===== src/hw/rtl/laf_pkg.sv =====
// Shared types and constants of the lattice analysis filter.
// No dependencies.
`default_nettype none

package laf_pkg;

   localparam int MAX_ORDER_DEF = 16;
   localparam int CFG_W         = 5;
   localparam int IDX_W         = 4;
   localparam int COEF_W        = 16;
   localparam int SAMPLE_W      = 16;
   localparam int VAL_W         = 20;
   localparam int FRAC_W        = 15;

   localparam logic [CFG_W-1:0] STAGES_RESET = CFG_W'(16);

   localparam logic ACTION_LOAD   = 1'b0;
   localparam logic ACTION_FILTER = 1'b1;

   typedef struct packed {
      logic                       action;
      logic [IDX_W-1:0]           coef_index;
      logic signed [COEF_W-1:0]   coef_value;
      logic signed [SAMPLE_W-1:0] sample;
      logic                       frame_start;
   } req_type;

   typedef struct packed {
      logic signed [VAL_W-1:0] forward_error;
      logic signed [VAL_W-1:0] backward_error;
   } rsp_type;

   // operands of one lattice butterfly
   typedef struct packed {
      logic signed [COEF_W-1:0] k;
      logic signed [VAL_W-1:0]  f;
      logic signed [VAL_W-1:0]  bd;
   } stage_in_type;

   typedef struct packed {
      logic signed [VAL_W-1:0] nf;
      logic signed [VAL_W-1:0] nb;
   } stage_out_type;

endpackage

`default_nettype wire


===== src/hw/rtl/laf_stage_unit.sv =====
// Shared lattice butterfly: two Q15 products, rounding, saturating subtracts.
// Depends on laf_pkg.
`default_nettype none

module laf_stage_unit
   import laf_pkg::*;
(
   input  stage_in_type  stage_in,
   output stage_out_type stage_out
);

   localparam int PROD_W = COEF_W + VAL_W;
   localparam int SUM_W  = PROD_W + 1;
   localparam int DIFF_W = VAL_W + 3;
   localparam logic signed [SUM_W-1:0] RND = SUM_W'(2 ** (FRAC_W - 1));

   logic signed [PROD_W-1:0] prod_b, prod_f;
   logic signed [SUM_W-1:0]  rnd_b, rnd_f;
   logic signed [DIFF_W-1:0] diff_f, diff_b;

   function automatic logic signed [VAL_W-1:0] sat_val(input logic signed [DIFF_W-1:0] x);
      logic ovf;
      ovf = (x[DIFF_W-1:VAL_W-1] != {(DIFF_W-VAL_W+1){1'b0}}) &&
            (x[DIFF_W-1:VAL_W-1] != {(DIFF_W-VAL_W+1){1'b1}});
      if (!ovf) begin
         return x[VAL_W-1:0];
      end else if (x[DIFF_W-1]) begin
         return {1'b1, {(VAL_W-1){1'b0}}};
      end else begin
         return {1'b0, {(VAL_W-1){1'b1}}};
      end
   endfunction

   always_comb begin
      prod_b = $signed(stage_in.k) * $signed(stage_in.bd);
      prod_f = $signed(stage_in.k) * $signed(stage_in.f);
      // floor((p + 2^14) / 2^15): round to nearest, ties up
      rnd_b  = (SUM_W'(prod_b) + RND) >>> FRAC_W;
      rnd_f  = (SUM_W'(prod_f) + RND) >>> FRAC_W;
      diff_f = DIFF_W'(stage_in.f)  - DIFF_W'(rnd_b);
      diff_b = DIFF_W'(stage_in.bd) - DIFF_W'(rnd_f);
      stage_out.nf = sat_val(diff_f);
      stage_out.nb = sat_val(diff_b);
   end

endmodule

`default_nettype wire


===== src/hw/rtl/lattice_analysis_filter_top.sv =====
// Lattice FIR analysis filter. A load transaction writes one Q15 reflection
// coefficient and does not block the next transaction. A filter transaction
// runs n = min(stages_in_use, MAX_ORDER) lattice stages before the next is
// accepted: it is accepted, then one lattice stage runs per cycle through the
// single shared butterfly unit. The result sits in an output register, so a
// new transaction is taken while it waits; if that register is still full when
// the last stage finishes, the filter holds until it drains.
// Depends on laf_pkg and laf_stage_unit.
`default_nettype none

module lattice_analysis_filter_top
   import laf_pkg::*;
#(
   parameter int MAX_ORDER = MAX_ORDER_DEF
) (
   input  logic             clock,
   input  logic             reset,
   input  logic             req_valid,
   output logic             req_stall,
   input  req_type          req_data,
   output logic             rsp_valid,
   input  logic             rsp_stall,
   output rsp_type          rsp_data,
   input  logic             csr_we,
   input  logic [CFG_W-1:0] csr_wdata
);

   localparam int IW = (MAX_ORDER > 1) ? $clog2(MAX_ORDER) : 1;

   typedef enum logic [2:0] {
      ST_IDLE = 3'b001,
      ST_RUN  = 3'b010,
      ST_DONE = 3'b100
   } state_type;

   state_type               state_ff, state_in;
   logic [CFG_W-1:0]        stages_ff, stages_in;
   logic signed [COEF_W-1:0] coef_ff  [MAX_ORDER];
   logic signed [COEF_W-1:0] coef_in  [MAX_ORDER];
   logic signed [VAL_W-1:0]  delay_ff [MAX_ORDER];
   logic signed [VAL_W-1:0]  delay_in [MAX_ORDER];
   logic signed [VAL_W-1:0]  f_ff, f_in, b_ff, b_in;
   logic [IW-1:0]           stage_ff, stage_in, last_ff, last_in;
   logic                    rsp_valid_ff, rsp_valid_in;
   rsp_type                 rsp_data_ff, rsp_data_in;

   stage_in_type            bfly_in;
   stage_out_type           bfly_out;
   logic                    out_free;
   logic signed [VAL_W-1:0] sample_ext;

   laf_stage_unit u_stage_unit (
      .stage_in  (bfly_in),
      .stage_out (bfly_out)
   );

   assign bfly_in.k  = coef_ff[stage_ff];
   assign bfly_in.f  = f_ff;
   assign bfly_in.bd = delay_ff[stage_ff];

   assign out_free   = !rsp_valid_ff || !rsp_stall;
   assign sample_ext = {{(VAL_W-SAMPLE_W){req_data.sample[SAMPLE_W-1]}}, req_data.sample};

   always_comb begin
      state_in     = state_ff;
      stages_in    = stages_ff;
      coef_in      = coef_ff;
      delay_in     = delay_ff;
      f_in         = f_ff;
      b_in         = b_ff;
      stage_in     = stage_ff;
      last_in      = last_ff;
      rsp_valid_in = rsp_valid_ff;
      rsp_data_in  = rsp_data_ff;

      if (rsp_valid_ff && !rsp_stall) begin
         rsp_valid_in = 1'b0;
      end
      if (csr_we) begin
         stages_in = csr_wdata;
      end

      unique case (state_ff)
         ST_IDLE: begin
            if (req_valid) begin
               if (req_data.action == ACTION_LOAD) begin
                  if (int'(req_data.coef_index) < MAX_ORDER) begin
                     coef_in[IW'(req_data.coef_index)] = req_data.coef_value;
                  end
               end else begin
                  if (req_data.frame_start) begin
                     for (int i = 0; i < MAX_ORDER; i++) begin
                        delay_in[i] = '0;
                     end
                  end
                  f_in     = sample_ext;
                  b_in     = sample_ext;
                  stage_in = '0;
                  if (int'(stages_ff) > MAX_ORDER) begin
                     last_in = IW'(MAX_ORDER - 1);
                  end else begin
                     last_in = IW'(stages_ff - CFG_W'(1));
                  end
                  state_in = (stages_ff == '0) ? ST_DONE : ST_RUN;
               end
            end
         end
         ST_RUN: begin
            delay_in[stage_ff] = b_ff;
            f_in     = bfly_out.nf;
            b_in     = bfly_out.nb;
            stage_in = stage_ff + IW'(1);
            if (stage_ff == last_ff) begin
               if (out_free) begin
                  rsp_valid_in               = 1'b1;
                  rsp_data_in.forward_error  = bfly_out.nf;
                  rsp_data_in.backward_error = bfly_out.nb;
                  state_in                   = ST_IDLE;
               end else begin
                  state_in = ST_DONE;
               end
            end
         end
         ST_DONE: begin
            if (out_free) begin
               rsp_valid_in               = 1'b1;
               rsp_data_in.forward_error  = f_ff;
               rsp_data_in.backward_error = b_ff;
               state_in                   = ST_IDLE;
            end
         end
         default: begin
            state_in = ST_IDLE;
         end
      endcase
   end

   always_ff @(posedge clock) begin
      if (reset) begin
         state_ff     <= ST_IDLE;
         stages_ff    <= STAGES_RESET;
         rsp_valid_ff <= 1'b0;
         for (int i = 0; i < MAX_ORDER; i++) begin
            coef_ff[i]  <= '0;
            delay_ff[i] <= '0;
         end
      end else begin
         state_ff     <= state_in;
         stages_ff    <= stages_in;
         rsp_valid_ff <= rsp_valid_in;
         coef_ff      <= coef_in;
         delay_ff     <= delay_in;
      end
      f_ff        <= f_in;
      b_ff        <= b_in;
      stage_ff    <= stage_in;
      last_ff     <= last_in;
      rsp_data_ff <= rsp_data_in;
   end

   assign req_stall = (state_ff != ST_IDLE);
   assign rsp_valid = rsp_valid_ff;
   assign rsp_data  = rsp_data_ff;

endmodule

`default_nettype wire


===== config.mk =====
export PLATFORM = sky130hd
export DESIGN_NAME = lattice_analysis_filter_top
export DESIGN_NICKNAME = d
export VERILOG_FILES = /design/src/hw/rtl/laf_pkg.sv /design/src/hw/rtl/laf_stage_unit.sv /design/src/hw/rtl/lattice_analysis_filter_top.sv
export SDC_FILE = /design/constraint.sdc
export NUM_CORES = 2
export LEC_CHECK = 0
export BUFFER_PORTS_ARGS = -buffer_cell sky130_fd_sc_hd__buf_2
export CAP_MARGIN = 20
export CORE_MARGIN = 2
export CORE_UTILIZATION = 40
export CTS_BUF_LIST = sky130_fd_sc_hd__clkbuf_4
export CTS_CLUSTER_SIZE = 12
export DETAILED_ROUTE_END_ITERATION = 8
export PLACE_DENSITY = 0.57
export SLEW_MARGIN = 20
export SYNTH_ARGS = -nofsm -noshare
export SYNTH_HDL_FRONTEND = slang
export SYNTH_SLANG_ARGS = --single-unit

===== constraint.sdc =====
create_clock -name clock -period 27.9 [get_ports clock]
set_input_delay 2.79 -clock clock [delete_from_list [all_inputs] [get_ports clock]]
set_output_delay 2.79 -clock clock [all_outputs]
set_load 0.03 [all_outputs]

==> results.json <==
{
  "r2r_cells": 41,
  "p_per_area_nw_per_um2": 57.1,
  "slowest_delay_ns": 0.70,
  "crit_start": "stage_ff[0]",
  "grt_max_degree": 244,
  "rsz0062_at_grt": "no",
  "ctsResizeCount": 0,
  "setup_tns_ns": 0,
  "hold_path.class": "register to register",
  "first_pass_iters": 6,
  "maxCapViolCount": 0,
  "status": "finished clean",
  "vias": 42400,
  "p_leak_nw": 24.7,
  "synth_ff_type": "dfxtp_1",
  "slew_violations": 0,
  "synth_nets": 6741,
  "area_growth_syn_to_layout_pct": 7.98,
  "fin_crit_sh": 0.479,
  "grt_usage": 0.253,
  "clk_pin_slew_worst_paths_ns": 0.07,
  "cts_tree": "done",
  "layout.nets": 6666,
  "hpwl_um": 115000,
  "period_needed_ns": 13.35,
  "cts_buffer_depth": 3,
  "yosys_warnings": 0,
  "cp.arrival_ns": 14.11,
  "htreeDepth": 4,
  "worst_hold_slack_ns": 0.453,
  "fin_cells": 7657,
  "reg2reg_from": "stage_ff[0]",
  "avgRoutedWirePerCell_um": 22.6,
  "gp_congestion": 0.908,
  "holdBufCountCts": 0,
  "max-vdd-ir-drop_v": 0.0000561,
  "ant_nets": 0,
  "fill_cells": 13200,
  "overflow": 0,
  "ios": 90,
  "crit_slowest_cell": "edfxtp_1",
  "cp-start-kind": "register",
  "setup_viol": 0,
  "cp.required_ns": 28.66,
  "postRouteWirelength_um": 173000,
  "holdPathStages": 2,
  "start_util": 0.403,
  "synth_area_um2": 53800,
  "synth-seq-cells": 673,
  "max_freq_mhz": 74.9,
  "crit_type": "register to register",
  "drc": 0,
  "crit_end": "rsp_data[23]",
  "rows": 134,
  "worstMarginPinSlew_ns": 1.22,
  "r2r_setup_slack_ns": 14.55,
  "synth_edf_count": 88,
  "drive_above_1_share": 0.119,
  "cp-end-kind": "register",
  "clock_sinks": 673,
  "die_h_um": 371,
  "worstPathMaxFanout": 101,
  "grt_pass1_vias": 42900,
  "ys_seq_area_frac": 0.267,
  "port_buffers": 89,
  "root_buffer": "clkbuf_4",
  "clock_skew_ns": 0.104,
  "async_flop_share": 0,
  "antenna_found_initial": 11,
  "synth.avg_cell_area_um2": 9.24,
  "hold_viol": 0,
  "clock_latency_ns": 1.11,
  "numCtsBuffers": 180,
  "rr_endpoint": "rsp_data[23]",
  "yosys.area.top_type_share": 0.241,
  "grt_pass1_wl_um": 264000,
  "dp_cells": 7333,
  "coreArea_um2": 133000,
  "cts_setup_buffers": 0,
  "utilization": 0.435,
  "cpMostUsedCell": "inv_1",
  "totalPowerFinal_w": 0.00332,
  "syn_inst": 5823,
  "die_w_um": 371,
  "avgViaCountPerCell": 5.54,
  "ys_types": 83,
  "die_area_um2": 137000,
  "drt_iter0_markers": 4264,
  "synth_top_cells_by_area": "fa_1, dfxtp_1, mux4_2",
  "maxSlewHeadroom": 0.186,
  "synth_top_area_cell": "fa_1"
}
## Yosys cell counts (6+ instances only)
cell and count:
nand2_1 908, inv_1 762, fa_1 648, dfxtp_1 585, nor2_1 462, a21oi_1 380, clkbuf_1 340, a22oi_1 323
and2_1 273, ha_1 222, mux4_2 170, o21ai_0 103, edfxtp_1 88, xnor2_1 62, a21o_1 47, and3_1 43
buf_2 36, buf_1 33, nand3_1 32, nor3_1 31, xor2_1 27, nor2b_1 21, nand2b_1 20, o21bai_1 17
mux2i_1 12, or2_2 12, a31oi_1 10, nand4_1 10, o21a_1 10, a211oi_1 9, nor4_1 9, o21ai_1 8
or3_1 8, o211ai_1 6
## cells in the final DEF (no fill, tap or decap), types with 6 or more instances in the layout
cell / n
a211oi_1: 9
a21o_1: 47
a21oi_1: 379
a22oi_1: 323
a31oi_1: 9
and2_1: 270
and3_1: 42
buf_2: 88
buf_4: 65
clkbuf_4: 274
clkinv_1: 25
dfxtp_1: 585
diode_2: 7
edfxtp_1: 88
fa_1: 648
ha_1: 222
inv_1: 762
mux2i_1: 11
mux4_2: 170
nand2_1: 907
nand2b_1: 20
nand3_1: 30
nand4_1: 10
nor2_1: 456
nor2b_1: 21
nor3_1: 26
nor4_1: 8
o211ai_1: 6
o21a_1: 10
o21ai_0: 85
o21ai_1: 7
o21ai_2: 6
o21ai_4: 15
o21bai_1: 17
or2_2: 12
or3_1: 8
xnor2_1: 62
xor2_1: 27
## power breakdown
group / switching (W) / internal, W
Clock: 0.000446 / 0.000460
Sequential: 0.0000897 / 0.00105
Combinational: 0.000881 / 0.000389
Total: 0.00142 / 0.00190
## area by class of cell
cell class | count | area, µm² | area share
Timing Repair Buffer | 160 | 1040 | 0.0179
Multi-Input combinational cell | 3970 | 35200 | 0.607
Tap cell | 1768 | 2210 | 0.0381
Clock inverter | 42 | 283 | 0.00487
Inverter | 763 | 2860 | 0.0493
Antenna cell | 7 | 17.5 | 0.000302
Sequential cell | 673 | 14400 | 0.247
Clock buffer | 274 | 2060 | 0.0354
## worst min path at each step
stage | from | end | slack (ns)
2_1_floorplan | coef_ff[164] | coef_ff[164] | 0.43
3_3_place_gp | coef_ff[165] | coef_ff[165] | 0.44
3_5_place_dp | coef_ff[212] | coef_ff[212] | 0.44
4_1_cts | coef_ff[212] | coef_ff[212] | 0.45
5_1_grt | coef_ff[9] | coef_ff[9] | 0.47
6_report | coef_ff[210] | coef_ff[210] | 0.45
## registers in the layout, indices dropped and copies added (netlist names)
signal,count
delay_ff,320
coef_ff,256
rsp_data,40
b_ff,20
f_ff,20
stages_ff,5
last_ff,4
stage_ff,4
state_ff,3
rsp_valid,1
## worst max-delay path: cells and delay by family, from the launching register on
family	cells	cell delay, ns
simple gates	5	1.67
buf+inv	10	2.28
fa+ha+maj	9	3.69
mux	2	0.77
compound gates	14	3.49
flops	1	0.70
xor+xnor	1	0.18
## cell families after synthesis
kind of cell	share of synthesized area
fa+ha+maj	0.293
simple gates	0.150
xor+xnor	0.0145
buf+inv	0.0841
compound gates	0.115
mux	0.0764
flops	0.267
## per-layer routing
metal,vias up,GRT usage,routed length [µm]
li1,18800,-,-
met1,21300,0.345,73000
met2,1898,0.406,79900
met3,320,0.0496,15900
met4,4,0.0788,4600
met5,-,0,32
## metrics by stage
| stage | worst slack (ns) | cell area [µm²] |
|---|---|---|
| detailed placement | 14.58 | 55700 |
| CTS | 14.51 | 58000 |
| global route | 13.80 | 58100 |
| floorplan | 17.10 | 53800 |
| finish | 14.55 | 58100 |
| global placement | 14.71 | 55600 |
No activity file was read; power rests on OpenSTA's default activity.
